### config.mk
export PLATFORM = sky130hd
export DESIGN_NAME = victim_buffer_cam
export DESIGN_NICKNAME = d
export VERILOG_FILES = /design/src/rtl/vbc_pkg.sv /design/src/rtl/vbc_cell.sv /design/src/rtl/victim_buffer_cam.sv
export SDC_FILE = /design/constraint.sdc
export NUM_CORES = 1
export LEC_CHECK = 0
export CORE_MARGIN = 1.5
export CORE_UTILIZATION = 30
export DETAILED_ROUTE_END_ITERATION = 16
export DONT_BUFFER_PORTS = 1
export GPL_TIMING_DRIVEN = 0
export HOLD_SLACK_MARGIN = 0.12
export PLACE_DENSITY = 0.54
export SLEW_MARGIN = 20
export SYNTH_ARGS = -nofsm -noshare
export SYNTH_HDL_FRONTEND = slang
export SYNTH_SLANG_ARGS = --single-unit
### constraint.sdc
create_clock -name clk -period 5.5 [get_ports clk]
set_input_delay 0.275 -clock clk [delete_from_list [all_inputs] [get_ports clk]]
set_output_delay 0.275 -clock clk [all_outputs]
set_load 0.01 [all_outputs]
### src/rtl/vbc_pkg.sv
// Shared types and constants for the victim buffer CAM.
package vbc_pkg;

  localparam int unsigned DEPTH_DEFAULT = 8;
  localparam int unsigned ADDR_BITS_DEFAULT = 32;
  localparam int unsigned FIELD_W = 32;

  typedef enum logic [1:0] {
    CMD_INSERT = 2'd0,
    CMD_CHECK  = 2'd1,
    CMD_DRAIN  = 2'd2,
    CMD_BAD    = 2'd3
  } cmd_t;

  typedef enum logic [1:0] {
    ST_DONE = 2'd0,
    ST_HIT  = 2'd1,
    ST_MISS = 2'd2,
    ST_BAD  = 2'd3
  } status_t;

  typedef struct packed {
    logic [1:0]         command;
    logic [FIELD_W-1:0] address;
  } item_t;

  typedef struct packed {
    logic [1:0]         status;
    logic [FIELD_W-1:0] found_address;
  } result_t;

  // Operation strobes broadcast to every cell, already qualified by the accept.
  typedef struct packed {
    logic insert;
    logic check;
    logic drain;
  } cell_ctrl_t;

endpackage

### src/rtl/vbc_cell.sv
// One slot of the victim buffer: stored address, valid bit and compare.
module vbc_cell
  import vbc_pkg::*;
#(
  parameter int unsigned ADDR_BITS = ADDR_BITS_DEFAULT
) (
  input  logic                 clk,
  input  logic                 rst,
  input  cell_ctrl_t           ctrl,
  input  logic [ADDR_BITS-1:0] key,
  input  logic                 last_cell,
  input  logic                 lower_valid,
  input  logic                 shift_in,
  input  logic                 upper_valid,
  input  logic [ADDR_BITS-1:0] upper_addr,
  output logic                 valid,
  output logic [ADDR_BITS-1:0] addr,
  output logic                 shift_out
);

  logic                 valid_next;
  logic [ADDR_BITS-1:0] addr_next;
  logic                 match;

  assign match     = ctrl.check && valid && (addr == key);
  // Once a lower slot is removed, every slot above it moves down by one.
  assign shift_out = shift_in || match;

  always_comb begin
    valid_next = valid;
    addr_next  = addr;
    if (ctrl.insert) begin
      // First empty slot takes the address; a full buffer overwrites the last slot.
      if ((!valid && lower_valid) || (last_cell && valid)) begin
        valid_next = 1'b1;
        addr_next  = key;
      end
    end else if (shift_out) begin
      valid_next = upper_valid;
      addr_next  = upper_addr;
    end
  end

  always_ff @(posedge clk) begin
    if (rst) begin
      valid <= 1'b0;
    end else begin
      valid <= valid_next;
    end
  end

  always_ff @(posedge clk) begin
    addr <= addr_next;
  end

endmodule

### src/rtl/victim_buffer_cam.sv
// Top level of the victim buffer CAM: a chain of slot cells and the result register.
//
//   channel  direction  beat type  handshake
//   item     in         item_t     item_valid / item_stall
//   result   out        result_t   result_valid / result_stall
//
// All slots compare and shift together on each command, and the result appears in the
// output register on the next cycle. One command is accepted per cycle while the result
// side keeps up; the compare and removal chain through the cells sets the cycle time.
// Reset clears all valid bits.
// A stalled result holds the register and stalls the item side.
module victim_buffer_cam
  import vbc_pkg::*;
#(
  parameter int unsigned DEPTH     = DEPTH_DEFAULT,
  parameter int unsigned ADDR_BITS = ADDR_BITS_DEFAULT
) (
  input  logic    clk,
  input  logic    rst,
  input  logic    item_valid,
  output logic    item_stall,
  input  item_t   item,
  output logic    result_valid,
  input  logic    result_stall,
  output result_t result
);

  logic                 accept;
  cell_ctrl_t           ctrl;
  logic [ADDR_BITS-1:0] key;
  logic [DEPTH-1:0]     cell_valid;
  logic [ADDR_BITS-1:0] cell_addr [DEPTH];
  logic [DEPTH:0]       shift_chain;
  result_t              result_next;

  assign item_stall = result_valid && result_stall;
  assign accept     = item_valid && !item_stall;
  assign key        = ADDR_BITS'(item.address);

  assign ctrl.insert = accept && (cmd_t'(item.command) == CMD_INSERT);
  assign ctrl.check  = accept && (cmd_t'(item.command) == CMD_CHECK);
  assign ctrl.drain  = accept && (cmd_t'(item.command) == CMD_DRAIN);

  // A drain removes slot 0, so the chain starts out shifting.
  assign shift_chain[0] = ctrl.drain;

  for (genvar i = 0; i < DEPTH; i++) begin : g_cell
    logic                 lower_valid;
    logic                 upper_valid;
    logic [ADDR_BITS-1:0] upper_addr;

    if (i == 0) begin : g_first
      assign lower_valid = 1'b1;
    end else begin : g_inner_lo
      assign lower_valid = cell_valid[i-1];
    end

    if (i == DEPTH - 1) begin : g_last
      assign upper_valid = 1'b0;
      assign upper_addr  = '0;
    end else begin : g_inner_hi
      assign upper_valid = cell_valid[i+1];
      assign upper_addr  = cell_addr[i+1];
    end

    vbc_cell #(
      .ADDR_BITS(ADDR_BITS)
    ) u_cell (
      .clk        (clk),
      .rst        (rst),
      .ctrl       (ctrl),
      .key        (key),
      .last_cell  (i == DEPTH - 1),
      .lower_valid(lower_valid),
      .shift_in   (shift_chain[i]),
      .upper_valid(upper_valid),
      .upper_addr (upper_addr),
      .valid      (cell_valid[i]),
      .addr       (cell_addr[i]),
      .shift_out  (shift_chain[i+1])
    );
  end

  always_comb begin
    result_next.status        = ST_DONE;
    result_next.found_address = '0;
    case (cmd_t'(item.command))
      CMD_INSERT: result_next.status = ST_DONE;
      CMD_CHECK: begin
        // With no drain, the chain end is set only by a matching slot.
        if (shift_chain[DEPTH]) begin
          result_next.status        = ST_HIT;
          result_next.found_address = FIELD_W'(key);
        end else begin
          result_next.status = ST_MISS;
        end
      end
      CMD_DRAIN: result_next.status = ST_DONE;
      default:   result_next.status = ST_BAD;
    endcase
  end

  always_ff @(posedge clk) begin
    if (rst) begin
      result_valid <= 1'b0;
    end else if (!item_stall) begin
      result_valid <= item_valid;
    end
  end

  always_ff @(posedge clk) begin
    if (accept) begin
      result <= result_next;
    end
  end

  // Valid slots always form a prefix starting at slot 0.
  assert property (@(posedge clk) disable iff (rst)
    (cell_valid & ~{cell_valid[DEPTH-2:0], 1'b1}) == '0)
    else $error("victim buffer valid slots are not compacted");

  assert property (@(posedge clk) disable iff (rst)
    ctrl.insert |=> cell_valid[0])
    else $error("insert left slot 0 empty");

  assert property (@(posedge clk) disable iff (rst)
    (ctrl.drain && cell_valid[0]) |=>
      ($countones(cell_valid) + 1 == $past($countones(cell_valid))))
    else $error("drain did not remove exactly one entry");

  assert property (@(posedge clk) disable iff (rst)
    (ctrl.check && shift_chain[DEPTH]) |=>
      ($countones(cell_valid) + 1 == $past($countones(cell_valid))))
    else $error("hit did not remove exactly one entry");

endmodule

## After elaboration in Yosys (flattened, before gate mapping)

Cells that the tools add are included.

- Shifts and indexed selects: 0
- Multipliers: 0
- Bitwise operators: 0
- Reductions and logical operators: 64
- $add $sub $neg: 0
- Divide/modulo/power cells: 0
- Multiplexer cells: 49
- Magnitude comparators: 0
- Eq/ne operators: 18

Operators with widths:

| kind | count |
|---|---|
| two-way mux 32 bit | 24 |
| equality test 32 bit | 8 |
| logical AND 1 bit | 28 |
| two-way mux 1 bit | 23 |
| AND reduction 2 bit | 9 |
| nonzero test 2 bit | 8 |
| != test 2 x 1 -> 1 bit (second input constant) | 7 |
| logical OR 1 bit | 9 |
| zero test 1 bit | 8 |
| one-hot mux 2 bit (2 select lines) | 1 |
| equality test 2 x 1 -> 1 bit (second input constant) | 1 |
| equality test 2 bit (second input constant) | 1 |
| zero test 2 bit | 1 |
| two-way mux 2 bit | 1 |
| != test 2 bit (second input constant) | 1 |
| OR reduction 2 bit | 1 |

- Latch bits: 0
- ROM bits: 0
- Input bits: 38
- Bits in registers: 299
- Logic and storage cells: 150
- Memory bits (writable): 0
- Memories: 0

## Depth between registers and ports, before layout

Gate-level depths: netlist of the first run.

- Word-level depth: 16
- Mapped depth: 11

## Modules after synthesis

A second synthesis of the first run with hierarchy kept.

- Cells, all modules: 1,068
- Area, all modules: 15,708.8 um2

By module, submodules not included:

| module | cells each | instances | area an instance (um2) |
|---|---|---|---|
| vbc_cell | 123 | 8 | 1,790.5 |
| victim_buffer_cam | 84 | 1 | 1,385.1 |

## Least setup slack after synthesis of the first run

Ideal clock, no wire load.

- Path type: reg-to-reg
- Start point: register result_valid
- End point: register g_cell[3].u_cell.addr[0] (enable)
- Stages on the path, launching flop included: 7
- Arrival: 4.714 ns
- Path slack: 0.320 ns
- Buffers on the path: 1
- Clock period less this slack: 5.180 ns
- Cells stage by stage: dfxtp_1 > a21boi_2 > nand2_1 > nor2_1 > clkbuf_1 > nand2_1 > o21ai_0

- Cells in the longest elaborated chain, start to end: 12
- Elaborated cells between the ends (all ways): 21
- Those cells by class: eq/ne: 1; reduce/logical: 20

Ends and longest elaborated chain:

| item | line | RTL |
|---|---|---|
| start: declaration | victim_buffer_cam.sv:23 | `output logic result_valid,` |
| start signal: assignment | victim_buffer_cam.sv:107 | `result_valid <= item_valid;` |
| logical AND 1 bit * | victim_buffer_cam.sv:36 | `assign item_stall = result_valid && result_stall;` |
| zero test 1 bit * | -- |  |
| logical AND 1 bit * | victim_buffer_cam.sv:37 | `assign accept = item_valid && !item_stall;` |
| via accept | victim_buffer_cam.sv:28 | `logic accept;` |
| logical AND 1 bit | victim_buffer_cam.sv:41 | `assign ctrl.check = accept && (cmd_t'(item.command) == CMD_CHECK);` |
| logical AND 1 bit (2 in a row) | vbc_cell.sv:25 | `assign match = ctrl.check && valid && (addr == key);` |
| logical OR 1 bit (4 in a row) | vbc_cell.sv:27 | `assign shift_out = shift_in \|\| match;` |
| nonzero test 2 bit (no source line) | -- |  |
| AND reduction 2 bit (no source line) * | -- |  |
| end signal: assignment | vbc_cell.sv:53 | `addr <= addr_next;` |
| end: declaration | vbc_cell.sv:17 | `output logic [ADDR_BITS-1:0] addr,` |

The timed path passes the listed nets; every way through them passes the cells marked *.
A chain may end at the register's enable or synchronous reset.

## Worst setup path in the final report of the first run

- Start point: register result_valid
- End point: register g_cell[7].u_cell.addr[3] (enable)

- Cells in the longest elaborated chain, start to end: 16
- Elaborated cells between the ends (all ways): 33
- Those cells by class: eq/ne: 1; reduce/logical: 32

Ends and longest elaborated chain:

| item | line |
|---|---|
| logical AND 1 bit * | victim_buffer_cam.sv:36 |
| zero test 1 bit * | -- |
| logical AND 1 bit * | victim_buffer_cam.sv:37 |
| via accept | victim_buffer_cam.sv:28 |
| logical AND 1 bit | victim_buffer_cam.sv:41 |
| logical AND 1 bit (2 in a row) | vbc_cell.sv:25 |
| logical OR 1 bit (8 in a row) | vbc_cell.sv:27 |
| nonzero test 2 bit (no source line) | -- |
| AND reduction 2 bit (no source line) * | -- |
| end signal: assignment | vbc_cell.sv:53 |
| end: declaration | vbc_cell.sv:17 |

Marks and branches as above.

==> reports/results.ini, run 1 <==
[cells_and_area]
diodes=0
nets=1227
drive_gt1_share_pct=10.39
fill_cells=4833
syn_to_final_growth_pct=15.43

[yosys]
syn_inst=1134
seq_area_frac_synth_pct=59.47
synthDistinctLibCells=44
synth_area_sq_um=14950
synth_seq_cells=299
ys_async_sr_fraction_pct=0
synth_flop_cell=edfxtp_1
synth_edf_count=290
synth_fp_nets=1172
yosysWarnings=0
syn_area_per_cell_sq_um=13.18

[timing]
final.setup.worst_slack_ns=1.535
max_slew_margin_pct=23.99
holdWs_ns=0.2012
finalSetupTns_ns=0
slew_viol_final=0
fin_skew_ns=0.01142
period_minus_slack_ns=3.965
period_share_pct=72.08
timing.fmax_mhz=252.2
worst_pin_slew_ns=1.136
setup_viol=0
hold_viol=0
rsz0062_at_grt=false

[pwr]
comb_power_share_pct=9.7
p_seq_share_pct=48.9
powerDensity_nw_per_um2=314.6
p_leak_uw=0.006847
p_int_uw=4112
power_frac_clock_pct=41.4
swShare_pct=24.24
p_total_uw=5428
switchingPower_uw=1316
ir_drop_mv=0.1975

[floorplan]
core-area_sq_um=49050
start_util_pct=30.47
ios=74
num_rows=81
die_height_microns=226.2
die_w_microns=226.2
dieArea_sq_um=51170

[critical_path]
arrival_ns=4.12
required_ns=5.66
critPathMaxFanout=32
critPathKind=flop to flop
critPathLaunchType=flop
r2r_slack_ns=1.54
cp-end-kind=flop

[cts]
cts.repair.resized=0
cts.hold.buffers_added=5
clkSlewWorstSetupHoldPaths_ns=0.06
clockBufferDepth=3
cts.sink_count=299
htreeDepth=2
insertion_delay_ns=0.53
cts_setup_buffers=0
clk_root_buffer_cell=clkbuf_16
cts_tree=yes
cts_made_buffers=36

[global_routing]
grt_max_degree=33
grt_pass1_wl_microns=66360
grt_usage_pct=18.15
antenna_found_initial=0
grt_pass1_vias=9505
grt-ovfl-total=0

[status]
status=completed

[flow_run]
maxCapViolations=0

[route]
wl_per_cell_microns=24.62
routed-via-count=9413
postRouteAntennaNets=0
drtPass1Iterations=5
routed_wl_microns=46210
vias_per_cell=5.015
drtIter0Drc=949
drcViolationCount=0

[placement]
place_ws_ns=1.600
hpwl_microns=36320
gp_congestion=0.9500
portBuffers=0

[min_path]
min_path_type=primary input to flop

-- registers in the layout, summed over array words and instances (netlist names) --
register / count
g_cell.u_cell.addr: 256
result: 34
g_cell.u_cell.valid: 8
result_valid: 1
-- logic make-up after synthesis --
group	Yosys count	synth area share, %
buffers and inverters	109	3.633
xor gates and xnor gates	256	15.00
DFF	299	59.47
and+or+nand+nor	185	6.990
muxes	1	0.07534
AOI/OAI and AO/OA	284	14.83
-- cell type report --
type,instances,area [sq um],share of cell area (%)
sequential,299,8889,51.52
multi-input combinational,726,5602,32.47
clock buffer,45,965.9,5.599
tap,664,830.8,4.816
buffer,73,407.9,2.364
timing repair buffer,17,300.3,1.741
inverter,36,135.1,0.7833
clock inverter,17,121.4,0.7035
-- cell usage after synthesis, drive strengths merged, types with 3 or more instances --
| cell | number | area [sq um] |
|---|---|---|
| xnor2 | 81 | 709.4 |
| buf | 36 | 269.0 |
| nand4 | 27 | 168.9 |
| and2 | 3 | 18.77 |
| dfxtp | 9 | 180.2 |
| a21oi | 6 | 30.03 |
| or4 | 3 | 26.27 |
| nor4 | 57 | 369.1 |
| clkbuf | 37 | 138.9 |
| and3 | 4 | 30.03 |
| inv | 36 | 135.1 |
| a211oi | 33 | 332.8 |
| edfxtp | 290 | 8708 |
| nor3 | 9 | 50.05 |
| xor2 | 175 | 1533 |
| nand2 | 10 | 37.54 |
| nand3 | 21 | 105.1 |
| o311a | 3 | 30.03 |
| o21ai | 7 | 35.03 |
| nor2 | 41 | 153.9 |
| nor4b | 4 | 35.03 |
| a21o | 224 | 1682 |
-- final timing paths --
path | from | to | cells after the start
setup reg to reg | result_valid | g_cell[7].u_cell.addr[3] | 11
hold reg to reg | g_cell[0].u_cell.valid | g_cell[0].u_cell.valid | 2
setup / recovery | result_valid | g_cell[7].u_cell.addr[3] | 11
hold / removal | item[24] | result[24] | 3
-- critical path, stage by stage (launching register included) --
cell and delay [ns]:
dfxtp_1 0.37, a21boi_4 0.44, buf_16 0.23, and3_1 0.17, clkbuf_1 0.52, nand3_1 0.16
nor4_1 0.52, nand4bb_1 0.30, nor3_2 0.09, buf_6 0.18, buf_6 0.16, nand3_4 0.39
-- placed cells by master, fill, tap and decap left out, drive strengths merged, types with 2 or more instances in the layout --
cell / count
xor2: 175
nand3: 21
a31oi: 2
dfxtp: 9
inv: 36
nor3: 9
nor4: 57
and3: 4
xnor2: 81
o21ai: 7
buf: 48
o21a: 2
clkinv: 15
a211oi: 33
clkbuf: 82
nor4b: 4
nand4b: 2
a21o: 224
edfxtp: 290
a21oi: 6
and2: 3
nand2: 10
or3: 2
or4: 3
o311a: 3
nor2: 41
bufinv: 2
nand4: 27
dlygate4sd3: 5
-- through the flow --
stage,std cells,instance area [sq um],util [%]
finish,1877,17250,35.17
global route,1877,17250,35.17
CTS,1877,17250,35.17
detailed placement,1810,16110,32.85
global placement,1798,15780,32.16
floorplan,1134,14950,-
-- layer usage --
metal / routed length (microns) / track usage [%] / vias to the layer above
met5: 0 / 0 / -
met4: 1814 / 7.333 / 0
met3: 2736 / 2.420 / 94
met2: 19960 / 27.44 / 434
met1: 21700 / 26.11 / 4578
li1: - / - / 4307
-- power by group through the flow --
stage                     Sequential [uW]  Clock [uW]  Combinational [uW]
after floorplan                      2690           0                 329
after global placement               2710           0                 496
after detailed placement             2700           0                 520
after CTS                            2650        2290                 529
after global routing                 2660        2370                 562
final                                2650        2250                 529
Note: power is estimated with default switching activity, not from simulation.
==> run 2: changes to the inputs <==
--- a/config.mk
+++ b/config.mk
@@ -11,7 +11,7 @@
 export DONT_BUFFER_PORTS = 1
 export GPL_TIMING_DRIVEN = 0
 export HOLD_SLACK_MARGIN = 0.12
-export PLACE_DENSITY = 0.54
+export PLACE_DENSITY = 0.53
 export SLEW_MARGIN = 20
 export SYNTH_ARGS = -nofsm -noshare
 export SYNTH_HDL_FRONTEND = slang
==> constraint.sdc (replaced) <==
create_clock -name clk -period 4.1 [get_ports clk]
set_input_delay 0.205 -clock clk [delete_from_list [all_inputs] [get_ports clk]]
set_output_delay 0.205 -clock clk [all_outputs]
set_load 0.01 [all_outputs]
==> reports/results.ini, run 2 (synthesis results as in run 1) <==
[cells_and_area]
drive_gt1_share_pct=10.79  ; was 10.39%
fill_cells=4828  ; was 4833
mostFrequentLayoutCell=edfxtp_1  ; unchanged
nets=1228  ; was 1227
top_register=g_cell.u_cell.addr  ; unchanged
most-common-layout-cells=290 x edfxtp_1, 224 x a21o_1, 175 x xor2_1, 81 x xnor2_1, 55 x nor4_1  ; unchanged
final_core_util_pct=35.27  ; was 35.17%
syn_to_final_growth_pct=15.76  ; was 15.43%
fin_cells=1878  ; was 1877
largest_reg_flops=256  ; unchanged
diodes=0  ; unchanged
reg.largest.list=g_cell.u_cell.addr x256, result x34, g_cell.u_cell.valid x8  ; unchanged

[critical_path]
required_ns=4.33  ; was 5.66 ns
critPathKind=flop to flop  ; unchanged
crit_chain=a21boi_4, and3_1, clkbuf_1, nand3_1, nor4_1, nand4bb_1, nor3_2, buf_6, buf_6, nand3_2, buf_16  ; was a21boi_4, buf_16, and3_1, clkbuf_1, nand3_1, nor4_1, nand4bb_1, nor3_2, buf_6, buf_6, nand3_4
cp_slowest_cell=nor4_1  ; was clkbuf_1
cp-end-kind=flop  ; unchanged
critical-path-max-stage-delay_ns=0.53  ; was 0.52 ns
arrival_ns=3.85  ; was 4.12 ns
crit_top_cell=buf_6  ; unchanged
critPathMaxFanout=17  ; was 32
critPathLaunchType=flop  ; unchanged

[global_routing]
grt_pass1_vias=9373  ; was 9505
antenna_found_initial=0  ; unchanged
grt_usage_pct=18.11  ; was 18.15%
grt_max_degree=22  ; was 33
grt_pass1_wl_microns=65760  ; was 66360 microns
grt-ovfl-total=0  ; unchanged

[cts]
cts_made_buffers=35  ; was 36
clockBufferDepth=3  ; unchanged
cts.sink_count=299  ; unchanged
insertion_delay_ns=0.53  ; about the same
cts_tree=yes  ; unchanged
cts_setup_buffers=0  ; unchanged
clkSlewWorstSetupHoldPaths_ns=0.06  ; about the same
clk_root_buffer_cell=clkbuf_16  ; unchanged
htreeDepth=2  ; unchanged

[flow_run]
maxCapViolations=0  ; unchanged

[floorplan]
die_height_microns=226.2  ; unchanged
die_w_microns=226.2  ; unchanged
core-area_sq_um=49050  ; unchanged
dieArea_sq_um=51170  ; unchanged
start_util_pct=30.47  ; unchanged
ios=74  ; unchanged
num_rows=81  ; unchanged

[placement]
post-place-cells=1809  ; was 1810
hpwl_microns=36340  ; was 36320 microns
place_ws_ns=-0.3445  ; was 1.600 ns
portBuffers=0  ; unchanged
gp_congestion=0.9870  ; was 0.9500

[route]
wl_per_cell_microns=24.54  ; was 24.62 microns
postRouteAntennaNets=0  ; unchanged
vias_per_cell=4.965  ; was 5.015
routed_wl_microns=46080  ; was 46210 microns
drcViolationCount=0  ; unchanged
routed-via-count=9324  ; was 9413
drtIter0Drc=911  ; was 949
drtPass1Iterations=5  ; unchanged

[timing]
worst_pin_slew_ns=1.017  ; was 1.136 ns
final.setup.worst_slack_ns=0.4798  ; was 1.535 ns
period_minus_slack_ns=3.620  ; was 3.965 ns
period_share_pct=88.30  ; was 72.08%
timing.fmax_mhz=276.2  ; was 252.2 MHz
holdWs_ns=0.1515  ; was 0.2012 ns
fin_skew_ns=0.01881  ; was 0.01142 ns
slew_viol_final=0  ; unchanged
rsz0062_at_grt=false  ; unchanged
hold_viol=0  ; unchanged
max_slew_margin_pct=31.96  ; was 23.99%
setup_viol=0  ; unchanged

[pwr]
p_total_uw=7409  ; was 5428 uW
powerDensity_nw_per_um2=428.2  ; was 314.6 nW/um^2
ir_drop_mv=0.2686  ; was 0.1975 mV
p_leak_uw=0.006868  ; was 0.006847 uW

[min_path]
min_path_type=primary input to flop  ; unchanged

[status]
status=completed  ; unchanged

run 2: cell count changes in the layout (fill, tap and decap cells not counted), sizes merged:
cell         change
inv              +3
bufinv           +3
clkinvlp         +1
clkbuf           -2
buf              -1
a21boi           +1
clkinv           -6
dlygate4sd3      +2
run 2: per-layer routing:
layer | track usage, % | routed length, microns
met5 | 0 | 0
met4 | 8.215 | 2119
met3 | 2.316 | 2533
met2 | 27.48 | 19740
met1 | 25.69 | 21690
run 2: per-stage QoR:
stage | setup TNS [ns] | instance area, sq um
after floorplan | 0 | 14960
after global placement | -228.79 | 15800
after detailed placement | -9.360 | 16080
after CTS | 0 | 17270
after global routing | 0 | 17300
final | 0 | 17300
run 2: worst max-delay path: cells and delay by family (launching register included):
family / cells / cell delay (ns)
DFF: 1 / 0.40
buffers and inverters: 4 / 0.99
and+or+nand+nor: 6 / 1.68
AOI/OAI and AO/OA: 1 / 0.25
run 2: power breakdown:
group          leakage [uW]  switching [uW]  total [uW]  internal [uW]
Combinational       0.00351             457         708            251
Sequential          0.00281            76.7        3560           3480
Clock              0.000551            1250        3140           1890
Total               0.00687            1780        7410           5630
run 2: worst paths after layout:
path,startpoint,endpoint,cells after the start,slack (ns)
setup / recovery,result_valid,g_cell[7].u_cell.addr[1],11,0.48
hold / removal,item[2],result[2],3,0.15
setup reg to reg,result_valid,g_cell[7].u_cell.addr[1],11,0.48
hold reg to reg,g_cell[0].u_cell.valid,g_cell[0].u_cell.valid,2,0.56
run 2: cell type report:
| type | count | area (sq um) | area share, % |
|---|---|---|---|
| clock buffers | 43 | 905.9 | 5.236 |
| repair buffers | 18 | 292.8 | 1.692 |
| well taps | 664 | 830.8 | 4.802 |
| inverters | 36 | 135.1 | 0.7810 |
| plain buffers | 73 | 407.9 | 2.358 |
| flip-flops and latches | 299 | 8889 | 51.37 |
| clock inverters | 18 | 227.7 | 1.316 |
| multi-input cells | 727 | 5613 | 32.44 |
run 2: what timing repair did:
item | CTS | global route
hold endpoints to repair | 26 | 19
resized for setup | 0 | 0
endpoints found under the setup margin | 52 | 0
hold buffers | 5 | 2
==> run 3: changes to the inputs <==
--- a/config.mk
+++ b/config.mk
@@ -5,6 +5,7 @@
 export SDC_FILE = /design/constraint.sdc
 export NUM_CORES = 1
 export LEC_CHECK = 0
+export ABC_AREA = 1
 export CORE_MARGIN = 1.5
 export CORE_UTILIZATION = 30
 export DETAILED_ROUTE_END_ITERATION = 16
==> reports/results.ini, run 3 <==
[yosys]
synth.most_common_cell=nand2_1  ; was edfxtp_1
seq_area_frac_synth_pct=58.06  ; was 59.47%
netlist.top_cell.by_area=edfxtp_1  ; unchanged
synthTopCellsByArea=edfxtp_1 57%, nand2_1 12%, inv_1 5.3%  ; was edfxtp_1 58%, a21o_1 11%, xor2_1 10%
ys_top_cells_by_count=481 x nand2_1, 290 x edfxtp_1, 215 x inv_1  ; was 290 x edfxtp_1, 224 x a21o_1, 175 x xor2_1
synth_area_sq_um=15310  ; was 14950 sq um
yosysWarnings=0  ; unchanged
synthDistinctLibCells=42  ; was 44
synth_top_area_share_pct=56.89  ; was 58.27%
syn_area_per_cell_sq_um=9.346  ; was 13.18 sq um
syn_inst=1638  ; was 1134
synth_flop_cell=edfxtp_1  ; unchanged
ys_async_sr_fraction_pct=0  ; unchanged
synth_seq_cells=299  ; unchanged
synth_edf_count=290  ; unchanged
synth_fp_nets=1676  ; was 1172

[min_path]
min_path_type=primary input to flop  ; unchanged

[critical_path]
arrival_ns=3.94  ; was 3.85 ns
cp-endpoint=g_cell[6].u_cell.addr[14]  ; was g_cell[7].u_cell.addr[1]
r2r_start=g_cell[5].u_cell.addr[12]  ; was result_valid
critPathKind=flop to flop  ; unchanged
critPathMaxFanout=10  ; was 17
r2r_slack_ns=0.43  ; was 0.48 ns
startpoint=g_cell[5].u_cell.addr[12]  ; was result_valid
critPathLaunchType=flop  ; unchanged
cp-end-kind=flop  ; unchanged
r2r-end=g_cell[6].u_cell.addr[14]  ; was g_cell[7].u_cell.addr[1]
reg2reg_depth=8  ; was 11
required_ns=4.37  ; was 4.33 ns

[timing]
period_minus_slack_ns=3.672  ; was 3.620 ns
setup_viol=0  ; unchanged
finalSetupTns_ns=0  ; unchanged
period_share_pct=89.55  ; was 88.30%
worst_pin_slew_ns=1.193  ; was 1.017 ns
hold_viol=0  ; unchanged
timing.fmax_mhz=272.4  ; was 276.2 MHz
fin_skew_ns=0.01904  ; was 0.01881 ns
max_slew_margin_pct=20.47  ; was 31.96%
rsz0062_at_grt=false  ; unchanged
slew_viol_final=0  ; unchanged

[placement]
portBuffers=0  ; unchanged
gp_congestion=0.9734  ; was 0.9870
hpwl_microns=41680  ; was 36340 microns
placed_cell_area_sq_um=16430  ; was 16080 sq um

[global_routing]
antenna_found_initial=2  ; was 0
grt_pass1_vias=11920  ; was 9373
grt-ovfl-total=0  ; unchanged
grt_usage_pct=22.13  ; was 18.11%
grt_max_degree=34  ; was 22
grt_pass1_wl_microns=83100  ; was 65760 microns

[cts]
insertion_delay_ns=0.56  ; was 0.53 ns
cts_tree=yes  ; unchanged
clkSlewWorstSetupHoldPaths_ns=0.06  ; about the same
clockBufferDepth=3  ; unchanged
htreeDepth=2  ; unchanged
cts.sink_count=299  ; unchanged
clk_root_buffer_cell=clkbuf_16  ; unchanged
cts_made_buffers=37  ; was 35

[route]
routed_wl_microns=58370  ; was 46080 microns
drtPass1Iterations=5  ; unchanged
postRouteAntennaNets=0  ; unchanged
wl_per_cell_microns=24.20  ; was 24.54 microns
drtIter0Drc=1534  ; was 911
routed-via-count=12230  ; was 9324
drcViolationCount=0  ; unchanged
vias_per_cell=5.070  ; was 4.965

[pwr]
powerDensity_nw_per_um2=418.2  ; was 428.2 nW/um^2
p_int_uw=5490  ; was 5626 uW
switchingPower_uw=1942  ; was 1783 uW
p_seq_share_pct=47.7  ; was 48.0%
power_frac_clock_pct=42.4  ; about the same
ir_drop_mv=0.2312  ; was 0.2686 mV
comb_power_share_pct=9.9  ; was 9.6%
p_leak_uw=0.007308  ; was 0.006868 uW
swShare_pct=26.13  ; was 24.07%

[cells_and_area]
mostFrequentLayoutCell=nand2_1  ; was edfxtp_1
syn_to_final_growth_pct=16.07  ; was 15.76%
drive_gt1_share_pct=10.17  ; was 10.79%
final_area_sq_um=17770  ; was 17300 sq um
top_register=g_cell.u_cell.addr  ; unchanged
largest_reg_flops=256  ; unchanged
reg.largest.list=g_cell.u_cell.addr x256, result x34, g_cell.u_cell.valid x8  ; unchanged
nets=1752  ; was 1228
most-common-layout-cells=480 x nand2_1, 290 x edfxtp_1, 214 x inv_1, 141 x o21ai_0, 108 x nor2_1  ; was 290 x edfxtp_1, 224 x a21o_1, 175 x xor2_1, 81 x xnor2_1, 55 x nor4_1
diodes=0  ; unchanged

[floorplan]
ios=74  ; unchanged
dieArea_sq_um=52390  ; was 51170 sq um
core-area_sq_um=50270  ; was 49050 sq um
die_w_microns=228.9  ; was 226.2 microns
die_height_microns=228.9  ; was 226.2 microns
start_util_pct=30.45  ; was 30.47%
num_rows=82  ; was 81

[flow_run]
maxCapViolations=0  ; unchanged

[status]
status=completed  ; unchanged

## run 3: cell types whose count changed in the layout (fill, tap and decap cells not counted), moves of 40 or more
cell,change
o22ai_1,+40
xor2_1,-135
nor2_1,+67
nor4_1,-49
inv_1,+179
a21o_1,-224
o21ai_0,+138
nand2_1,+470
## run 3: cell families after synthesis
| logic type | after synthesis | share of synthesized area, % |
|---|---|---|
| buffers and inverters | 305 | 8.966 |
| AO/OA/AOI/OAI | 225 | 8.108 |
| AND/OR/NAND/NOR | 722 | 19.89 |
| flip-flops | 299 | 58.06 |
| XOR/XNOR | 87 | 4.978 |
## run 3: metal layers
layer | track usage [%] | vias up | share of wire, %
li1 | - | 5552 | -
met1 | 29.40 | 5868 | 41
met2 | 34.17 | 692 | 44
met3 | 6.400 | 115 | 11
met4 | 8.203 | 2 | 3.7
met5 | 0 | - | 0.024
## run 3: how the worst min path moves through the flow
stage	from	to	slack, ns	depth (start not counted)
2_1_floorplan	result_stall	result_valid	0.40	2
3_3_place_gp	result_stall	result_valid	0.41	2
3_5_place_dp	result_stall	result_valid	0.41	2
4_1_cts	item[30]	result[30]	0.12	3
5_1_grt	item[30]	result[30]	0.15	3
6_report	item[27]	result[27]	0.13	3
## run 3: layout make-up
class                           instances  area [sq um]
Inverter                              238         910.9
Clock inverter                         18         108.9
Fill cell                            5172         32500
Clock buffer                           47          1006
Tap cell                              672         840.8
Timing Repair Buffer                   37         446.7
Sequential cell                       299          8889
Multi-Input combinational cell       1034          5102
Buffer                                 67         464.2
## run 3: critical path: stages (launching register included)
cell      delay [ns]
edfxtp_1        0.41
xnor2_1         0.27
nand4_1         0.29
nor4_1          0.75
and3_1          0.32
nand2_1         0.24
nand4_1         0.61
buf_6           0.28
buf_8           0.18
## run 3: timing repair
item | CTS | global route
endpoints found under the hold margin | 33 | 0
gates resized for setup | 0 | 0
buffers inserted | 0 | 0
hold buffers | 22 | 0
## run 3: power groups by stage
stage	Sequential, uW	Clock (uW)	Combinational [uW]
3_3_place_gp	3620	0	671
6_report	3550	3150	733
3_5_place_dp	3610	0	700
2_1_floorplan	3590	0	420
4_1_cts	3550	3180	724
5_1_grt	3560	3300	787
## run 3: stage by stage
step	instances	util [%]	worst slack, ns	power, uW	hold WS, ns
final	2412	35.34	0.4284	7432	0.1298
after global routing	2412	35.34	0.4238	7640	0.1459
after CTS	2412	35.34	0.4345	7453	0.1212
after detailed placement	2325	32.69	0.4310	4311	0.4125
after global placement	2310	32.12	-2.949	4290	0.4063
after floorplan	1638	-	0.03598	4013	0.3957
